`src/rtl/core/deq_pkg.sv`:
```
// ============================================================================
// deq_pkg - Shared types for the double-ended queue
// Operation and status codes, transaction payloads and the control word
// that steers one chain of storage cells.
// ============================================================================
package deq_pkg;

    localparam int unsigned WORD_W = 32;
    localparam int unsigned OCC_W  = 5;

    typedef enum logic [1:0] {
        OP_PUSH_FRONT = 2'd0,
        OP_PUSH_REAR  = 2'd1,
        OP_POP_FRONT  = 2'd2,
        OP_POP_REAR   = 2'd3
    } t_op;

    typedef enum logic [1:0] {
        ST_OK        = 2'd0,
        ST_UNDERFLOW = 2'd1,
        ST_OVERFLOW  = 2'd2
    } t_status;

    typedef enum logic [1:0] {
        CH_HOLD      = 2'd0,
        CH_SHIFT_IN  = 2'd1,
        CH_SHIFT_OUT = 2'd2,
        CH_WRITE     = 2'd3
    } t_chain_op;

    typedef struct packed {
        t_chain_op          op;
        logic [WORD_W-1:0]  value;
    } t_chain_ctrl;

    typedef struct packed {
        t_op                       operation;
        logic signed [WORD_W-1:0]  push_value;
    } t_in_item;

    typedef struct packed {
        logic signed [WORD_W-1:0]  popped_value;
        t_status                   status;
        logic [OCC_W-1:0]          occupancy;
    } t_out_item;

endpackage

```
`src/rtl/core/deq_stream_if.sv`:
```
// ============================================================================
// deq_stream_if - Valid/ready channel
// Carries one payload per transaction; a transaction completes on a rising
// clock edge with valid and ready both high.
// ============================================================================
interface deq_stream_if #(
    parameter type T = logic
);
    logic valid;
    logic ready;
    T     data;

    modport source (output valid, output data, input ready);
    modport sink   (input valid, input data, output ready);
endinterface

```
`src/rtl/core/deq_cell.sv`:
```
// ============================================================================
// deq_cell - One storage cell of a chain
// Holds one word and loads it from either neighbor or from the push value.
// ============================================================================
module deq_cell (
    input  logic                         i_clk,
    input  deq_pkg::t_chain_ctrl         i_ctrl,
    input  logic                         i_sel,
    input  logic [deq_pkg::WORD_W-1:0]   i_prev,
    input  logic [deq_pkg::WORD_W-1:0]   i_next,
    output logic [deq_pkg::WORD_W-1:0]   o_data
);

    logic [deq_pkg::WORD_W-1:0] r_data;
    logic [deq_pkg::WORD_W-1:0] n_data;

    always_comb begin
        n_data = r_data;
        case (i_ctrl.op)
            deq_pkg::CH_SHIFT_IN:  n_data = i_prev;
            deq_pkg::CH_SHIFT_OUT: n_data = i_next;
            deq_pkg::CH_WRITE: begin
                if (i_sel) begin
                    n_data = i_ctrl.value;
                end
            end
            default:               n_data = r_data;
        endcase
    end

    always_ff @(posedge i_clk) begin
        r_data <= n_data;
    end

    assign o_data = r_data;

endmodule

```
`src/rtl/core/deq_chain.sv`:
```
// ============================================================================
// deq_chain - Row of storage cells
// Cell zero holds the entry at the chain's own end of the queue; entries
// shift one cell per transaction, and a write lands in the cell whose place
// equals the current occupancy.
// ============================================================================
module deq_chain #(
    parameter int unsigned DEPTH = 16
) (
    input  logic                         i_clk,
    input  deq_pkg::t_chain_ctrl         i_ctrl,
    input  logic [$clog2(DEPTH+1)-1:0]   i_count,
    output logic [deq_pkg::WORD_W-1:0]   o_head
);

    localparam int unsigned CNT_W = $clog2(DEPTH + 1);

    logic [deq_pkg::WORD_W-1:0] w_data [DEPTH];

    for (genvar g = 0; g < DEPTH; g++) begin : g_cell
        logic [deq_pkg::WORD_W-1:0] w_prev;
        logic [deq_pkg::WORD_W-1:0] w_next;
        logic                       w_sel;

        if (g == 0) begin : g_first
            assign w_prev = i_ctrl.value;
        end else begin : g_mid
            assign w_prev = w_data[g-1];
        end

        if (g == DEPTH - 1) begin : g_last
            assign w_next = w_data[g];
        end else begin : g_body
            assign w_next = w_data[g+1];
        end

        assign w_sel = (i_count == CNT_W'(g));

        deq_cell u_cell (
            .i_clk  (i_clk),
            .i_ctrl (i_ctrl),
            .i_sel  (w_sel),
            .i_prev (w_prev),
            .i_next (w_next),
            .o_data (w_data[g])
        );
    end

    assign o_head = w_data[0];

endmodule

```
`src/rtl/core/double_ended_queue.sv`:
```
// ============================================================================
// double_ended_queue - Bounded deque of signed 32-bit words
// Each input transaction on i_in carries an operation (push front, push rear,
// pop front, pop rear) and a push value. Each one yields exactly one output
// transaction on o_out with the popped word, a status code and the occupancy
// after the operation. A pop on an empty queue reports underflow and a push
// on a full queue reports overflow; neither changes the contents.
// Words live in two rows of DEPTH cells: one keeps the front entry in its
// first cell, the other keeps the rear entry in its first cell, so both pops
// read a fixed cell and every cell talks only to its neighbors.
// Each result is registered and appears on o_out in the cycle after its input
// transaction, and one transaction is taken per cycle as long as the output
// register is empty or is being drained in the same cycle. When the receiver
// stalls, the result holds and i_in.ready drops until it is taken.
// Reset empties the queue and clears the output valid; cell contents are
// left as they are and are never read before being written.
// ============================================================================
module double_ended_queue #(
    parameter int unsigned DEPTH = 16
) (
    input  logic      i_clk,
    input  logic      i_rst_n,
    deq_stream_if.sink   i_in,
    deq_stream_if.source o_out
);

    localparam int unsigned CNT_W = $clog2(DEPTH + 1);

    logic [CNT_W-1:0]             r_count;
    logic [CNT_W-1:0]             n_count;
    logic                         r_out_valid;
    logic                         n_out_valid;
    deq_pkg::t_out_item           r_out_data;
    deq_pkg::t_out_item           n_out_data;
    deq_pkg::t_chain_ctrl         w_front_ctrl;
    deq_pkg::t_chain_ctrl         w_rear_ctrl;
    logic [deq_pkg::WORD_W-1:0]   w_front_head;
    logic [deq_pkg::WORD_W-1:0]   w_rear_head;
    logic                         w_accept;
    logic                         w_empty;
    logic                         w_full;
    deq_pkg::t_in_item            w_item;

    assign w_item   = i_in.data;
    assign i_in.ready = !r_out_valid || o_out.ready;
    assign w_accept = i_in.valid && i_in.ready;
    assign w_empty  = (r_count == '0);
    assign w_full   = (r_count == CNT_W'(DEPTH));

    always_comb begin
        n_count            = r_count;
        w_front_ctrl.op    = deq_pkg::CH_HOLD;
        w_front_ctrl.value = w_item.push_value;
        w_rear_ctrl.op     = deq_pkg::CH_HOLD;
        w_rear_ctrl.value  = w_item.push_value;
        n_out_data.popped_value = '0;
        n_out_data.status       = deq_pkg::ST_OK;
        if (w_accept) begin
            case (w_item.operation)
                deq_pkg::OP_PUSH_FRONT: begin
                    if (w_full) begin
                        n_out_data.status = deq_pkg::ST_OVERFLOW;
                    end else begin
                        w_front_ctrl.op = deq_pkg::CH_SHIFT_IN;
                        w_rear_ctrl.op  = deq_pkg::CH_WRITE;
                        n_count         = r_count + 1'b1;
                    end
                end
                deq_pkg::OP_PUSH_REAR: begin
                    if (w_full) begin
                        n_out_data.status = deq_pkg::ST_OVERFLOW;
                    end else begin
                        w_front_ctrl.op = deq_pkg::CH_WRITE;
                        w_rear_ctrl.op  = deq_pkg::CH_SHIFT_IN;
                        n_count         = r_count + 1'b1;
                    end
                end
                deq_pkg::OP_POP_FRONT: begin
                    if (w_empty) begin
                        n_out_data.status = deq_pkg::ST_UNDERFLOW;
                    end else begin
                        w_front_ctrl.op         = deq_pkg::CH_SHIFT_OUT;
                        n_out_data.popped_value = w_front_head;
                        n_count                 = r_count - 1'b1;
                    end
                end
                default: begin
                    if (w_empty) begin
                        n_out_data.status = deq_pkg::ST_UNDERFLOW;
                    end else begin
                        w_rear_ctrl.op          = deq_pkg::CH_SHIFT_OUT;
                        n_out_data.popped_value = w_rear_head;
                        n_count                 = r_count - 1'b1;
                    end
                end
            endcase
        end
        n_out_data.occupancy = deq_pkg::OCC_W'(n_count);
    end

    always_comb begin
        n_out_valid = r_out_valid;
        if (w_accept) begin
            n_out_valid = 1'b1;
        end else if (o_out.ready) begin
            n_out_valid = 1'b0;
        end
    end

    always_ff @(posedge i_clk) begin
        if (!i_rst_n) begin
            r_count     <= '0;
            r_out_valid <= 1'b0;
        end else begin
            r_count     <= n_count;
            r_out_valid <= n_out_valid;
        end
    end

    always_ff @(posedge i_clk) begin
        if (w_accept) begin
            r_out_data <= n_out_data;
        end
    end

    deq_chain #(
        .DEPTH (DEPTH)
    ) u_front_chain (
        .i_clk   (i_clk),
        .i_ctrl  (w_front_ctrl),
        .i_count (r_count),
        .o_head  (w_front_head)
    );

    deq_chain #(
        .DEPTH (DEPTH)
    ) u_rear_chain (
        .i_clk   (i_clk),
        .i_ctrl  (w_rear_ctrl),
        .i_count (r_count),
        .o_head  (w_rear_head)
    );

    assign o_out.valid = r_out_valid;
    assign o_out.data  = r_out_data;

endmodule
```
`src/flat_wrapper.sv`:
```
// flat-port wrapper written by rule: the top's interface ports become plain ports
module double_ended_queue_flat 
#(
    parameter int unsigned DEPTH = 16
)
  (i_clk, i_rst_n, i_in_valid, i_in_data, i_in_ready, o_out_valid, o_out_data, o_out_ready);
  deq_stream_if i_in_i ();
  deq_stream_if o_out_i ();
  input  logic i_clk;
  input  logic i_rst_n;
  input wire logic [$bits(i_in_i.valid)-1:0] i_in_valid;
  input wire logic [$bits(i_in_i.data)-1:0] i_in_data;
  output wire logic [$bits(i_in_i.ready)-1:0] i_in_ready;
  output wire logic [$bits(o_out_i.valid)-1:0] o_out_valid;
  output wire logic [$bits(o_out_i.data)-1:0] o_out_data;
  input wire logic [$bits(o_out_i.ready)-1:0] o_out_ready;
  assign i_in_i.valid = i_in_valid;
  assign i_in_i.data = i_in_data;
  assign i_in_ready = i_in_i.ready;
  assign o_out_valid = o_out_i.valid;
  assign o_out_data = o_out_i.data;
  assign o_out_i.ready = o_out_ready;
  double_ended_queue #(.DEPTH(DEPTH)) u_core (.i_clk(i_clk), .i_rst_n(i_rst_n), .i_in(i_in_i), .o_out(o_out_i));
endmodule
```
`config.mk`:
```
export PLATFORM = sky130hd
export DESIGN_NAME = double_ended_queue_flat
export DESIGN_NICKNAME = d
export VERILOG_FILES = /design/src/rtl/core/deq_pkg.sv /design/src/rtl/core/deq_stream_if.sv /design/src/rtl/core/deq_cell.sv /design/src/rtl/core/deq_chain.sv /design/src/rtl/core/double_ended_queue.sv /design/src/flat_wrapper.sv
export SDC_FILE = /design/constraint.sdc
export NUM_CORES = 1
export LEC_CHECK = 0
export ABC_AREA = 1
export BUFFER_PORTS_ARGS = -buffer_cell sky130_fd_sc_hd__buf_2
export CORE_MARGIN = 8
export CORE_UTILIZATION = 30
export DETAILED_ROUTE_END_ITERATION = 16
export HOLD_SLACK_MARGIN = 0.05
export PLACE_DENSITY = 0.56
export SYNTH_ARGS = -nofsm -noshare
export SYNTH_HDL_FRONTEND = slang
export SYNTH_SLANG_ARGS = --single-unit
```
`constraint.sdc`:
```
create_clock -name i_clk -period 2.9 [get_ports i_clk]
set_clock_uncertainty 0.15 [all_clocks]
set_input_delay 0.435 -clock i_clk [delete_from_list [all_inputs] [get_ports i_clk]]
set_output_delay 0.435 -clock i_clk [all_outputs]
set_load 0.005 [all_outputs]
```
### Word-level counts from Yosys, hierarchy flattened

Index checks and enable logic that the tools add are counted.

* flip-flop bits (word level): 7
* output and inout bits: 3

* add/subtract/negate cells: 1
* eq/ne operators: 1
* muxes and demuxes: 4
* reductions and logical operators: 4

Operators with widths (count)
* $mux W5: 2
* $add A5 B1 Y5 const B: 1
* $eq A5 B5 Y1 const B: 1
* $mux W1: 2
* $reduce_bool A2 Y1: 1
* $logic_and A1 B1 Y1: 1
* $logic_not A1 Y1: 1
* $logic_or A1 B1 Y1: 1

### Logic depth before layout (Yosys ltp)

* depth in word-level cells: 4
* mapped depth: 8

### Worst setup path after synthesis

OpenSTA, ideal clock, no wires.

* path kind: reg-to-reg
* start: reg u_core.r_count[0]
* end: reg u_core.r_out_data (netlist bit u_core.o_out.data) (data pin)
* setup time: 255 ps
* arrival time: 1024 ps
* setup slack: 1471 ps
* cell stages (with the launch flop): 9
* buffers on the path: 0
* path through: dfxtp_1 > inv_1 > ha_1 > nand2_1 > inv_1 > nand2_1 > nand2_2 > nand2_1 > nand2_1

* longest elaborated chain between the ends: 3

Ends and longest elaborated chain
* start, declared: RTL line double_ended_queue.sv:29 `logic [CNT_W-1:0] r_count;`
* start signal, assigned: RTL line double_ended_queue.sv:115 `r_count <= n_count;`
* $add A5 B1 Y5 / $eq A5 B5 Y1 (equally long branches): RTL line double_ended_queue.sv:66, double_ended_queue.sv:48
* $mux W5: RTL line double_ended_queue.sv:61 `if (w_full) begin`
* $mux W5 (*): RTL line double_ended_queue.sv:58 `if (w_accept) begin`
* net u_core.n_count[0]: RTL line double_ended_queue.sv:30 `logic [CNT_W-1:0] n_count;`
* end signal, assigned: RTL line double_ended_queue.sv:122 `r_out_data <= n_out_data;`
* end, declared: RTL line double_ended_queue.sv:33 `deq_pkg::t_out_item r_out_data;`

Mark *: on every way through the listed nets, which the timed path passes. The rest lies on a longest branch.
A chain may end at the register's enable or synchronous reset.

### Final worst setup path

Ends and elaborated chain as after synthesis.

==> metrics <==
utilization of the core after routing=0.3681; Crit Path Max Fanout=5; Yosys reg bits=7; startpoint types=flop; detailed-route via count=354; Die W=52.93 um; Synth top area share=0.2936; Syn Area/Cell=7.054 um^2; Synth area leaders=dfxtp_1 29%, nand2_1 17%, edfxtp_1 7.3%; drt drc=0; RR Endpoint=u_core.o_out.data$_DFFE_PP_; Fin. Hold Viols=0; std cell rows=13; PD cells=474.3 mW/mm^2; Crit path required time=2.76 ns; First-pass DRT Iterations=2; max incr delay on CP=0.39 ns; vias per cell=4.317; area leader, netlist=dfxtp_1; share of total power in combinational logic=0.117; Async SR Flop Fraction=0; crit-path cells=inv_1 -> ha_1 -> nand2_1 -> inv_1 -> nand2_1 -> nand2_2 -> nand2_1 -> nand2_1; FILL cells=141; reg2reg setup slack=1.33 ns; die footprint=0.002802 mm^2; Die Y-Extent=52.93 um; non-filler cells, final=82; setup violators final=0; CP arrival=1.42 ns; outcome=completed; Placed Cells=78; GRT Util Overall=0.06994; Mapped Nets=65; n_diodes=0; WHS Path Cells=3; Worst Setup End Kind=flop; Final Max Slew Viols=0; CTS tree=yes; vias in the first global route=341; H-tree depth=1; Num CTS Buffers=3; Hold Buf Count CTS=0; Placer Congestion=0.7939; TNS Setup=0 ns; final WL=777 um; Clock Latency Late Sink=0.26 ns; Worst-path clk slew=0.05 ns; Final Cycle Share=0.5397; sum of buffers and inverters on the critical path=2; RSZ-0062 raised after global routing=false; I/O pin total=8; worst r2r src=u_core.r_count[0]$_SDFF_PN0_; Worst Hold Class=input port to flop; Starting Density=0.3184; Mapped Area=409.1 um^2; cell with the most instances after synthesis=nand2_1; largest net degree at the start of global routing=9; Seq/Total Area, Yosys=0.3670; Leakage=0.2168 nW; clock share of power=0.398; root buffer cell=clkbuf_4; first-pass GRT wire length=1.366 mm; CTS Sinks=7; Hold EP=u_core.r_count[1]$_SDFFE_PN0P_; fin crit period=1.565 ns; critical path type=flop to flop; synth cell count leaders=19 x nand2_1, 6 x dfxtp_1, 6 x inv_1; worst hold slack=0.2757 ns; antenna violations before repair=0; CP most frequent cell=nand2_1; antenna-violating nets left=0; Sequential Power Share=0.484; Setup Fix Bufs, Post-CTS=0; f_max=638.9 MHz; number of synthesized flops with an enable pin=1; I/O Buffers=6; P_sw=57.15 uW; Post-CTS Resized=0; hold path startpoint=i_rst_n; Clock Path Buffers=2; Final nets=75; Synth Instances=58; Multi-input gate area=210.2 um^2; core region area=0.001285 mm^2; VDD IR max=0.2618 mV; Net Sw Frac=0.2548; Crit-path slowest cell=dfxtp_1; slew margin rel.=0.8097; dominant synthesized flop cell=dfxtp_1; grt total ovfl=0; Area Growth Syn to Fin=15.60%; synth unique cells=16; Reg area=150.1 um^2; internal power=167.2 uW; DR iter-0 viols=1; number of synthesis warnings=0; per-cell routed wire length=9.476 um; Reg2Reg Depth=8; worst slew pin tran=0.2851 ns; layout cells sized above 1=0.2985; Top Family by Delay on Critical Path=simple AND/OR/NAND/NOR gates; HPWL after detailed placement=593.3 um; Max Cap Viol=0
-- cell usage in the layout, fill, tap and decap left out, drive strengths merged --
| cell | synthesis | layout |
|---|---|---|
| dfxtp | 6 | 6 |
| nand3 | 3 | 3 |
| o21ai | 1 | 1 |
| clkbuf | 0 | 4 |
| buf | 1 | 6 |
| nor2 | 5 | 5 |
| ha | 2 | 2 |
| nand2 | 21 | 21 |
| edfxtp | 1 | 1 |
| nand4 | 2 | 2 |
| a21oi | 6 | 6 |
| inv | 10 | 10 |
-- flip-flops by register name, indices dropped and copies added, names as in the netlist --
signal,count
u_core.r_count,5
u_core.o_out.data,1
u_core.o_out.valid,1
-- metal layers --
layer / track usage / share of wire / routed length, um
met5: 0 / 0 / 0
met4: 0.05172 / 0.030 / 23
met3: 0.04202 / 0.084 / 65
met2: 0.1055 / 0.46 / 360
met1: 0.06891 / 0.42 / 328
-- worst max path at each step --
stage,from,endpoint,slack [ns],cells after the start
after global placement,u_core.r_count[0]$_SDFF_PN0_,u_core.o_out.data$_DFFE_PP_,1.31,8
after CTS,u_core.r_count[0]$_SDFF_PN0_,u_core.o_out.data$_DFFE_PP_,1.33,8
after global routing,u_core.r_count[0]$_SDFF_PN0_,u_core.o_out.data$_DFFE_PP_,1.22,8
after detailed placement,u_core.r_count[0]$_SDFF_PN0_,u_core.o_out.data$_DFFE_PP_,1.34,8
after floorplan,u_core.r_count[0]$_SDFF_PN0_,u_core.o_out.data$_DFFE_PP_,1.47,8
final,u_core.r_count[0]$_SDFF_PN0_,u_core.o_out.data$_DFFE_PP_,1.33,8
-- power groups by stage --
stage                     combinational (mW)  clock (mW)  sequential [mW]
after floorplan                       0.0187           0            0.110
after CTS                             0.0269      0.0947            0.109
after detailed placement              0.0265           0            0.111
final                                 0.0263      0.0893            0.109
after global placement                0.0269           0            0.110
after global routing                  0.0310      0.0994            0.110
-- logic make-up (layout without fill, tap and decap cells) --
| family | count (synthesis) | in the layout | synth area share |
|---|---|---|---|
| DFF | 7 | 7 | 0.3670 |
| buffers and inverters | 11 | 20 | 0.1192 |
| and+or+nand+nor | 31 | 31 | 0.3486 |
| AOI/OAI and AO/OA | 7 | 7 | 0.1040 |
| adders and majority gates | 2 | 2 | 0.06115 |
-- worst min-delay path, stage by stage --
cell and delay [ns]:
buf_2 0.08, o21ai_1 0.05, nor2_1 0.07
-- through the flow --
| stage | total power [mW] | worst slack [ns] | area (um^2) |
|---|---|---|---|
| after floorplan | 0.1284 | 1.471 | 409.1 |
| after global placement | 0.1373 | 1.313 | 446.7 |
| after detailed placement | 0.1371 | 1.344 | 446.7 |
| after CTS | 0.2302 | 1.330 | 473.0 |
| after global routing | 0.2399 | 1.222 | 473.0 |
| final | 0.2243 | 1.335 | 473.0 |
-- cell type report --
class	count	share of cell area
flip-flops and latches	7	0.3175
repair buffers	6	0.06349
multi-input cells	40	0.4444
well taps	15	0.03968
clock buffers	4	0.05556
inverters	10	0.07937
Note: power is estimated with default switching activity, not from simulation.
